==> config.mk <==
export PLATFORM = sky130hd
export DESIGN_NAME = one_shot_timer_table_top
export DESIGN_NICKNAME = d
export VERILOG_FILES = /design/src/sv/ostt_pkg.sv /design/src/sv/one_shot_timer_table_top.sv /design/src/sv/ostt_slot_ram.sv
export SDC_FILE = /design/constraint.sdc
export NUM_CORES = 2
export LEC_CHECK = 0
export ABC_AREA = 1
export BUFFER_PORTS_ARGS = -buffer_cell sky130_fd_sc_hd__buf_2
export CELL_PAD_IN_SITES_DETAIL_PLACEMENT = 1
export CELL_PAD_IN_SITES_GLOBAL_PLACEMENT = 2
export CORE_MARGIN = 2
export CORE_UTILIZATION = 32
export CTS_CLUSTER_DIAMETER = 60
export DETAILED_ROUTE_END_ITERATION = 6
export MAX_ROUTING_LAYER = met4
export PLACE_DENSITY = 0.7
export SYNTH_ARGS = -nofsm -noshare
export SYNTH_HDL_FRONTEND = slang
export SYNTH_SLANG_ARGS = --single-unit
==> constraint.sdc <==
create_clock -name clk -period 15.9 [get_ports clk]
set_input_delay 4.77 -clock clk [delete_from_list [all_inputs] [get_ports clk]]
set_output_delay 4.77 -clock clk [all_outputs]
set_load 0.05 [all_outputs]
==> src/sv/ostt_pkg.sv <==
// Shared types and constants for the one-shot timer table.
package ostt_pkg;

	localparam int SLOT_COUNT_DEF = 16;

	localparam int TIME_W  = 48;
	localparam int ID_W    = 32;
	localparam int DELAY_W = 31;
	localparam int KIND_W  = 2;

	localparam logic [KIND_W-1:0] KIND_EXPIRED  = 2'd0;
	localparam logic [KIND_W-1:0] KIND_CREATED  = 2'd1;
	localparam logic [KIND_W-1:0] KIND_REJECTED = 2'd2;

	localparam logic REQ_TICK   = 1'b0;
	localparam logic REQ_CREATE = 1'b1;

	// one stored timer
	typedef struct packed {
		logic [TIME_W-1:0] end_ms;
		logic [TIME_W-1:0] arm_ms;
		logic [ID_W-1:0]   id;
	} slot_rec_t;

	// one result before it reaches the output register
	typedef struct packed {
		logic [KIND_W-1:0] kind;
		logic [ID_W-1:0]   id;
		logic [TIME_W-1:0] arm_ms;
		logic [TIME_W-1:0] end_ms;
	} res_t;

endpackage

==> src/sv/one_shot_timer_table_top.sv <==
// Top level of the one-shot timer table: slot sequencer, result staging and output register.
//
//  channel | dir | tdata                         | tuser          | tlast
//  s_axis  | in  | delay_ms[30:0]                | req_type[0]    | -
//  m_axis  | out | timer_id, start_time, end_time| result_kind    | last result
//
// After its transfer one item walks all SLOT_COUNT slots in order: an inactive slot is
// passed over or claimed, an active slot takes a registered read of the slot RAM and then
// the end <= now compare. A create then stages its acknowledgement, and at the end the
// final result is released and the block returns to idle. A free slot is claimed the first
// time the walk meets one. The walk stalls only while the staging register holds a result
// and the output register cannot take it. After reset the table is empty and the block
// is ready at once.
module one_shot_timer_table_top
	import ostt_pkg::*;
#(
	parameter int SLOT_COUNT = SLOT_COUNT_DEF
) (
	input  logic         clk,
	input  logic         arst_n,
	input  logic         s_axis_tvalid,
	output logic         s_axis_tready,
	input  logic [31:0]  s_axis_tdata,  // [30:0] delay_ms, [31] zero
	input  logic [0:0]   s_axis_tuser,  // [0] req_type
	output logic         m_axis_tvalid,
	input  logic         m_axis_tready,
	output logic [127:0] m_axis_tdata,  // [31:0] timer_id, [79:32] start_time, [127:80] end_time
	output logic [1:0]   m_axis_tuser,  // [1:0] result_kind
	output logic         m_axis_tlast
);

	localparam int IDX_W = (SLOT_COUNT > 1) ? $clog2(SLOT_COUNT) : 1;
	localparam logic [IDX_W-1:0] IDX_LAST = IDX_W'(SLOT_COUNT - 1);

	localparam logic [2:0] ST_IDLE  = 3'd0;
	localparam logic [2:0] ST_SLOT  = 3'd1;
	localparam logic [2:0] ST_CHK   = 3'd2;
	localparam logic [2:0] ST_ACK   = 3'd3;
	localparam logic [2:0] ST_FLUSH = 3'd4;

	logic [2:0]            state_q, state_d;
	logic [IDX_W-1:0]      idx_q;
	logic [SLOT_COUNT-1:0] act_q;
	logic [TIME_W-1:0]     now_q;
	logic [ID_W-1:0]       id_q;
	logic [TIME_W-1:0]     new_end_q;
	logic                  create_q;
	logic                  alloc_q;

	// one result held back until it is known whether it is the last
	logic pend_v_q;
	res_t pend_q;

	logic out_v_q;
	res_t out_q;
	logic out_last_q;

	logic      in_xfer;
	logic      out_free, can_emit;
	logic      rd_en, wr_en, adv, prod_v, flush, clr_act, set_act;
	res_t      prod_r;
	slot_rec_t rd_rec, wr_rec;
	logic      new_expired, rd_expired;

	ostt_slot_ram #(
		.DEPTH (SLOT_COUNT),
		.AW    (IDX_W)
	) u_ram (
		.clk   (clk),
		.we    (wr_en),
		.waddr (idx_q),
		.wdata (wr_rec),
		.re    (rd_en),
		.raddr (idx_q),
		.rdata (rd_rec)
	);

	assign s_axis_tready = (state_q == ST_IDLE);
	assign in_xfer       = s_axis_tvalid && s_axis_tready;

	assign out_free = !out_v_q || m_axis_tready;
	assign can_emit = !pend_v_q || out_free;

	assign new_expired = (new_end_q <= now_q);
	assign rd_expired  = (rd_rec.end_ms <= now_q);

	assign wr_rec.id     = id_q + 1'b1;
	assign wr_rec.arm_ms = now_q;
	assign wr_rec.end_ms = new_end_q;

	always_comb begin
		state_d = state_q;
		rd_en   = 1'b0;
		wr_en   = 1'b0;
		adv     = 1'b0;
		prod_v  = 1'b0;
		prod_r  = '0;
		flush   = 1'b0;
		clr_act = 1'b0;
		set_act = 1'b0;
		unique case (state_q)
			ST_IDLE: begin
				if (in_xfer) begin
					state_d = ST_SLOT;
				end
			end
			ST_SLOT: begin
				if (act_q[idx_q]) begin
					rd_en   = 1'b1;
					state_d = ST_CHK;
				end else if (create_q && !alloc_q) begin
					// claim this slot; a timer already due is reported and never marked active
					if (can_emit) begin
						wr_en = 1'b1;
						adv   = 1'b1;
						if (new_expired) begin
							prod_v = 1'b1;
							prod_r = '{kind: KIND_EXPIRED, id: wr_rec.id,
								arm_ms: now_q, end_ms: new_end_q};
						end else begin
							set_act = 1'b1;
						end
					end
				end else begin
					adv = 1'b1;
				end
			end
			ST_CHK: begin
				if (rd_expired) begin
					if (can_emit) begin
						prod_v  = 1'b1;
						prod_r  = '{kind: KIND_EXPIRED, id: rd_rec.id,
							arm_ms: rd_rec.arm_ms, end_ms: rd_rec.end_ms};
						clr_act = 1'b1;
						adv     = 1'b1;
					end
				end else begin
					adv = 1'b1;
				end
			end
			ST_ACK: begin
				if (can_emit) begin
					prod_v = 1'b1;
					if (alloc_q) begin
						prod_r = '{kind: KIND_CREATED, id: id_q,
							arm_ms: now_q, end_ms: new_end_q};
					end else begin
						prod_r = '{kind: KIND_REJECTED, id: '0, arm_ms: '0, end_ms: '0};
					end
					state_d = ST_FLUSH;
				end
			end
			ST_FLUSH: begin
				if (!pend_v_q || out_free) begin
					flush   = pend_v_q;
					state_d = ST_IDLE;
				end
			end
			default: begin
				state_d = ST_IDLE;
			end
		endcase
		if (adv) begin
			if (idx_q == IDX_LAST) begin
				state_d = create_q ? ST_ACK : ST_FLUSH;
			end else begin
				state_d = ST_SLOT;
			end
		end
	end

	always_ff @(posedge clk or negedge arst_n) begin
		if (!arst_n) begin
			state_q  <= ST_IDLE;
			idx_q    <= '0;
			act_q    <= '0;
			now_q    <= '0;
			id_q     <= '0;
			create_q <= 1'b0;
			alloc_q  <= 1'b0;
			pend_v_q <= 1'b0;
			out_v_q  <= 1'b0;
		end else begin
			state_q <= state_d;
			if (in_xfer) begin
				create_q <= (s_axis_tuser[0] == REQ_CREATE);
				alloc_q  <= 1'b0;
				idx_q    <= '0;
				if (s_axis_tuser[0] == REQ_TICK) begin
					now_q <= now_q + 1'b1;
				end
			end else if (adv && idx_q != IDX_LAST) begin
				idx_q <= idx_q + 1'b1;
			end
			if (wr_en) begin
				id_q    <= wr_rec.id;
				alloc_q <= 1'b1;
			end
			if (set_act) begin
				act_q[idx_q] <= 1'b1;
			end
			if (clr_act) begin
				act_q[idx_q] <= 1'b0;
			end
			if (prod_v) begin
				pend_v_q <= 1'b1;
			end else if (flush) begin
				pend_v_q <= 1'b0;
			end
			if ((prod_v && pend_v_q) || flush) begin
				out_v_q <= 1'b1;
			end else if (m_axis_tready) begin
				out_v_q <= 1'b0;
			end
		end
	end

	// payload registers
	always_ff @(posedge clk) begin
		if (in_xfer) begin
			new_end_q <= now_q + TIME_W'(s_axis_tdata[DELAY_W-1:0]);
		end
		if (prod_v) begin
			pend_q <= prod_r;
		end
		if (prod_v && pend_v_q) begin
			out_q      <= pend_q;
			out_last_q <= 1'b0;
		end else if (flush) begin
			out_q      <= pend_q;
			out_last_q <= 1'b1;
		end
	end

	assign m_axis_tvalid = out_v_q;
	assign m_axis_tdata  = {out_q.end_ms, out_q.arm_ms, out_q.id};
	assign m_axis_tuser  = out_q.kind;
	assign m_axis_tlast  = out_last_q;

endmodule

==> src/sv/ostt_slot_ram.sv <==
// Slot storage: id, start and end time per slot, one write and one registered read port.
module ostt_slot_ram
	import ostt_pkg::*;
#(
	parameter int DEPTH = SLOT_COUNT_DEF,
	parameter int AW    = 4
) (
	input  logic      clk,
	input  logic      we,
	input  logic [AW-1:0] waddr,
	input  slot_rec_t wdata,
	input  logic      re,
	input  logic [AW-1:0] raddr,
	output slot_rec_t rdata
);

	slot_rec_t mem_q [DEPTH];
	slot_rec_t rdata_q;

	always_ff @(posedge clk) begin
		if (we) begin
			mem_q[waddr] <= wdata;
		end
		if (re) begin
			rdata_q <= mem_q[raddr];
		end
	end

	assign rdata = rdata_q;

endmodule
; ---- Yosys cells after proc, flatten, opt, wreduce, memory -nomap -nowiden
; Memory sizes are Yosys's and may differ from the RTL's. A register that Yosys moved wholly into a read port is not among the register bits.
; Index checks and enable logic that the tools add are counted.
[totals]
register_bits = 416
ramBits = 2048
input_bits = 37
output_inout_bits = 133
word_cells = 121
mem_count = 1
[mem_list]
columns = memory, depth, word_bits, rd, rd_ports_with_merged_regs, wr, line_no
row1 = u_ram.mem_q, 16, 128, 1, 1, 1, ostt_slot_ram.sv:17  ; slot_rec_t mem_q [DEPTH];
[op_classes]
add_sub_neg = 4
order_cmp = 4
n_eq_ne = 11
n_mux = 59
bitwise_logic = 4
n_reduce_logical = 19
[ops]
columns = cell, count
row1 = $mux W128, 6
row2 = $mux W130, 4
row3 = $pmux W130 S3, 1
row4 = $le A48 B48 Y1, 2
row5 = $add A48 B1 Y48 const B, 1
row6 = $add A48 B31 Y48, 1
row7 = $add A32 B1 Y32 const B, 1
row8 = $mux W1, 32
row9 = $mux W16, 2
row10 = $mux W3, 7
row11 = $and A16 B16 Y16, 1
row12 = $not A16 Y16, 1
row13 = $or A16 B16 Y16, 1
row14 = $pmux W3 S5, 1
row15 = $reduce_bool A2 Y1, 5
row16 = $ne A3 B3 Y1 const B, 3
row17 = $mux W4, 2
row18 = $eq A3 B2 Y1 const B, 2
row19 = $logic_and A1 B1 Y1, 5
row20 = $lt A4 B5 Y1 const B, 1
row21 = $reduce_and A5 Y1, 1
row22 = $add A4 B1 Y4 const B, 1
row23 = $bmux W1 S4, 1
row24 = $demux W1 S4, 1
row25 = 14 further kinds, 18

; ---- Depth between registers and ports, before layout
[depth]
depth_word = 10
ltp_mapped = 21

; ---- Cells and area by module
; From an unflattened synthesis, not the netlist that was laid out.
[hier_totals]
cells_unflattened = 10116
hier_area_um2 = 111150.4
[by_module_without_submodules]
columns = module, instances, cells_per_inst, area_per_inst_um2, seq_area_each_um2
row1 = ostt_slot_ram, 1, 7786, 88899.0, 65342.7
row2 = one_shot_timer_table_top, 1, 2330, 22251.3, 11946.5

; ---- Least setup slack after synthesis
; OpenSTA, ideal clock, no wires.
[synth_path]
kind = input -> register
startpoint = input m_axis_tready
endpoint = register out_q, in the netlist m_axis_tdata[0], enable pin
setup_time_ns = 1.119
t_arrival_ns = 11.592
path_slack_ns = 3.189
cell_stages = 10
path_buffers = 0
path_cell_list = nor2_1 > inv_1 > nor2_1 > inv_1 > nand2_1 > nor2_8 > nand2_4 > nand3_1 > nand2_1 > nand2_1
[synth_between]
elab_chain_cells = 8
word_cells_on_any_way = 12
[synth_rtl]
columns = element, line_no
row1 = "start, declared", one_shot_timer_table_top.sv:26  ; input logic m_axis_tready,
row2 = $logic_or A1 B1 Y1 *, one_shot_timer_table_top.sv:81  ; assign out_free = !out_v_q || m_axis_tready;
row3 = $logic_or A1 B1 Y1 *, one_shot_timer_table_top.sv:82  ; assign can_emit = !pend_v_q || out_free;
row4 = $mux W1, one_shot_timer_table_top.sv:113  ; if (can_emit) begin
row5 = $mux W1, one_shot_timer_table_top.sv:111  ; end else if (create_q && !alloc_q) begin
row6 = $mux W1, one_shot_timer_table_top.sv:108  ; if (act_q[idx_q]) begin
row7 = $pmux W1 S3 *, one_shot_timer_table_top.sv:101  ; unique case (state_q)
row8 = via prod_v, one_shot_timer_table_top.sv:60  ; logic rd_en, wr_en, adv, prod_v, flush, clr_act, set_act;
row9 = $logic_and A1 B1 Y1 *, one_shot_timer_table_top.sv:226  ; if (prod_v && pend_v_q) begin
row10 = $reduce_bool A2 Y1 (no line) *, --
row11 = "end signal, assigned", one_shot_timer_table_top.sv:227  ; out_q <= pend_q;
row12 = "end signal, assigned", one_shot_timer_table_top.sv:230  ; out_q <= pend_q;
row13 = "end, declared", one_shot_timer_table_top.sv:55  ; res_t out_q;
; Mark *: on every way through the listed nets, which the timed path passes. The rest lies on a longest branch.
; A chain may end at the register's enable or synchronous reset.

; ---- Final worst setup path
[layout_path]
startpoint = input m_axis_tready
endpoint = memory u_ram.mem_q[2][45] (netlist name), enable pin
[layout_between]
elab_chain_cells = 8
[layout_rtl]
columns = element, line_no
row1 = $logic_or A1 B1 Y1, one_shot_timer_table_top.sv:81
row2 = $logic_or A1 B1 Y1, one_shot_timer_table_top.sv:82
row3 = $mux W1, one_shot_timer_table_top.sv:113
row4 = $mux W1, one_shot_timer_table_top.sv:111
row5 = $mux W1, one_shot_timer_table_top.sv:108
row6 = $mux W1, one_shot_timer_table_top.sv:101
row7 = $mux W1, ostt_slot_ram.sv:21  ; if (we) begin
row8 = $mux W1 (not written as such), ostt_slot_ram.sv:22  ; mem_q[waddr] <= wdata;
row9 = "end, declared", ostt_slot_ram.sv:17
; Every way passes these cells.

==> impl_metrics.env <==
export IMPL_design_core_area_mm2=0.324
export IMPL_initial_core_util_pct=32.1
export IMPL_wirelength_mm=352
export IMPL_hold_violations=0
export IMPL_num_rows=209
export IMPL_place_ws_ps=6080
export IMPL_cts_tree="done"
export IMPL_synth_edff_count=2484
export IMPL_portBuffers=168
export IMPL_ctsHtreeMaxLevel=5
export IMPL_viasPerCell=5.40
export IMPL_yosys_register_bits=2592
export IMPL_cp_max_fo=38
export IMPL_multi_input_area_mm2=0.0239
export IMPL_finClkSkew_ps=59.7
export IMPL_antenna_found_initial=16
export IMPL_status="finished, final reports clean"
export IMPL_grt_max_degree=199
export IMPL_via_count=69000
export IMPL_drive_gt1_share_pct=9.22
export IMPL_p_per_area_mw_per_mm2=185
export IMPL_drcViolationCount=0
export IMPL_worstRegToRegCells=13
export IMPL_cts_made_buffers=294
export IMPL_finalSetupViolations=0
export IMPL_synthArstFlopShare_pct=4.13
export IMPL_grt_pass1_vias=70600
export IMPL_max_freq_mhz=111
export IMPL_nets=8407
export IMPL_die_height_um=574
export IMPL_max_slew_margin_rel_pct=9.74
export IMPL_slew_violations=0
export IMPL_pin_count=170
export IMPL_final_common_cell="edfxtp_1"
export IMPL_area_growth_pct=14.6
export IMPL_crit_arrival_ps=9460
export IMPL_ant_nets=0
export IMPL_wire_per_inst_um=27.5
export IMPL_whs_path_depth=0
export IMPL_worst_slew_pin_slew_ps=1350
export IMPL_clkSinkCount=2592
export IMPL_fp_dieArea_mm2=0.329
export IMPL_criticalPathCategory="in2reg"
export IMPL_cts_resized=0
export IMPL_fin_setup_tns_ps=0
export IMPL_layout_common_cells="edfxtp_1 (2,484), o21ai_0 (1,191), nor2_1 (1,173)"
export IMPL_ir_drop_v=0.000321
export IMPL_period_minus_slack_ps=8980
export IMPL_netlist_instances=8094
export IMPL_globalRouteTotalUtil_pct=21.4
export IMPL_synth_nets=8265
export IMPL_hpwlAfterDp_mm=196
export IMPL_ys_types=48
export IMPL_dieWidth_um=574
export IMPL_grt_setup_unrepaired="no"
export IMPL_crit_required_ps=16380
export IMPL_cts_setup_buffers=0
export IMPL_hold_class="reg2reg"
export IMPL_synthesis_area_mm2=0.104
export IMPL_seq_area_mm2=0.0773
export IMPL_fin_util_pct=36.8
export IMPL_fillers=34200
export IMPL_ctsHoldBuffers=0
export IMPL_overflow=0
export IMPL_drt_iter0_drc=6893
export IMPL_grt_pass1_wl_mm=503
export IMPL_clk_latency_ps=890
export IMPL_ys_warn_count=0
export IMPL_layout_setup_ws_ps=6920
export IMPL_finalCritPeriodShare_pct=56.5
export IMPL_avgSynthCellArea_um2=12.8
export IMPL_ys_flop_type="edfxtp_1"
export IMPL_clock_path_buffers=4
export IMPL_end_kind="flip-flop"
export IMPL_path_clk_slew_ps=60
export IMPL_p_leak_nw=38.6
export IMPL_root_buffer="clkbuf_16"
export IMPL_gp_congestion=0.886
export IMPL_drv_cap=0
export IMPL_dr_pass1_iters=5
export IMPL_startpoint_type="input pin"
export IMPL_ys_seq_area_share_pct=74.3
[worst max-delay path, stage by stage]
cell and delay (ps):
buf_2 80, nor2_1 50, inv_1 70, nor2_1 130, inv_1 110, nand2_1 130
nor2_8 490, inv_2 390, buf_4 430, nor2_4 390, buf_4 830, buf_4 720
buf_4 700
[area by class of cell]
type / instances / area share (%)
diodes: 6 / 0.0126
repair buffers: 306 / 1.72
flip-flops and latches: 2592 / 64.9
clock inverters: 138 / 1.17
multi-input cells: 4743 / 20.1
well taps: 4325 / 4.54
inverters: 299 / 0.961
clock buffers: 378 / 6.61
[sequential cells by signal, summed over array words and instances, names as in the netlist, 3 cells and up]
name,cells
m_axis_tdata,128
id_q,32
pend_q,130
state_q,3
idx_q,4
new_end_q,48
u_ram.mem_q,2048
now_q,48
u_ram.rdata,128
act_q,16
[final timing paths]
check	from	to	slack [ps]
min	pend_q[29]	m_axis_tdata[109]	410
min in group asynchronous	arst_n	id_q[24]	3950
max reg2reg	now_q[23]	m_axis_tdata[78]	8240
max in group asynchronous	arst_n	now_q[8]	10610
max	m_axis_tready	u_ram.mem_q[2][45]	6920
min reg2reg	pend_q[29]	m_axis_tdata[109]	410
[per-stage QoR]
| stage | hold WS (ps) | power, mW | cell area, um2 | cells |
|---|---|---|---|---|
| CTS | 410 | 22.3 | 119000 | 12800 |
| floorplan | 400 | 13.1 | 104000 | 8094 |
| global route | 423 | 23.0 | 119000 | 12800 |
| detailed placement | 406 | 15.6 | 110000 | 12300 |
| global placement | 406 | 15.4 | 110000 | 12300 |
| finish | 407 | 22.1 | 119000 | 12800 |
[layer usage]
layer / wire [um] / GRT usage, %
met5: 0 / -
met4: 10500 / 6.30
met3: 19600 / 2.38
met2: 168000 / 34.2
met1: 154000 / 28.7
[Yosys cell counts, types with 25 or more instances]
cell type	number	share of area, %
ha_1	133	1.6
nand3_1	198	0.95
xor2_1	107	0.90
nand4_1	157	0.94
buf_2	30	0.14
edfxtp_1	2484	72
nor2_1	1195	4.3
nor3_1	58	0.28
nand2_1	940	3.4
o21ai_0	1191	5.7
o211ai_1	25	0.18
inv_1	289	1.0
clkbuf_1	401	1.4
o22ai_1	514	3.1
dfrtp_1	107	2.6
a21oi_1	97	0.47
[logic make-up after synthesis]
kind of cell,Yosys count,synth area share (%)
simple gates,2602,10.3
flops,2592,74.3
compound gates,1893,9.95
buf+inv,759,2.81
fa+ha+maj,134,1.62
xor+xnor,114,0.960
[power by group]
group          switching (mW)  leakage [nW]  internal, mW
logic                    4.67          11.4          1.32
registers               0.643          22.7          8.83
clock network            2.78          4.49          3.86
(Power assumes the default switching activity.)
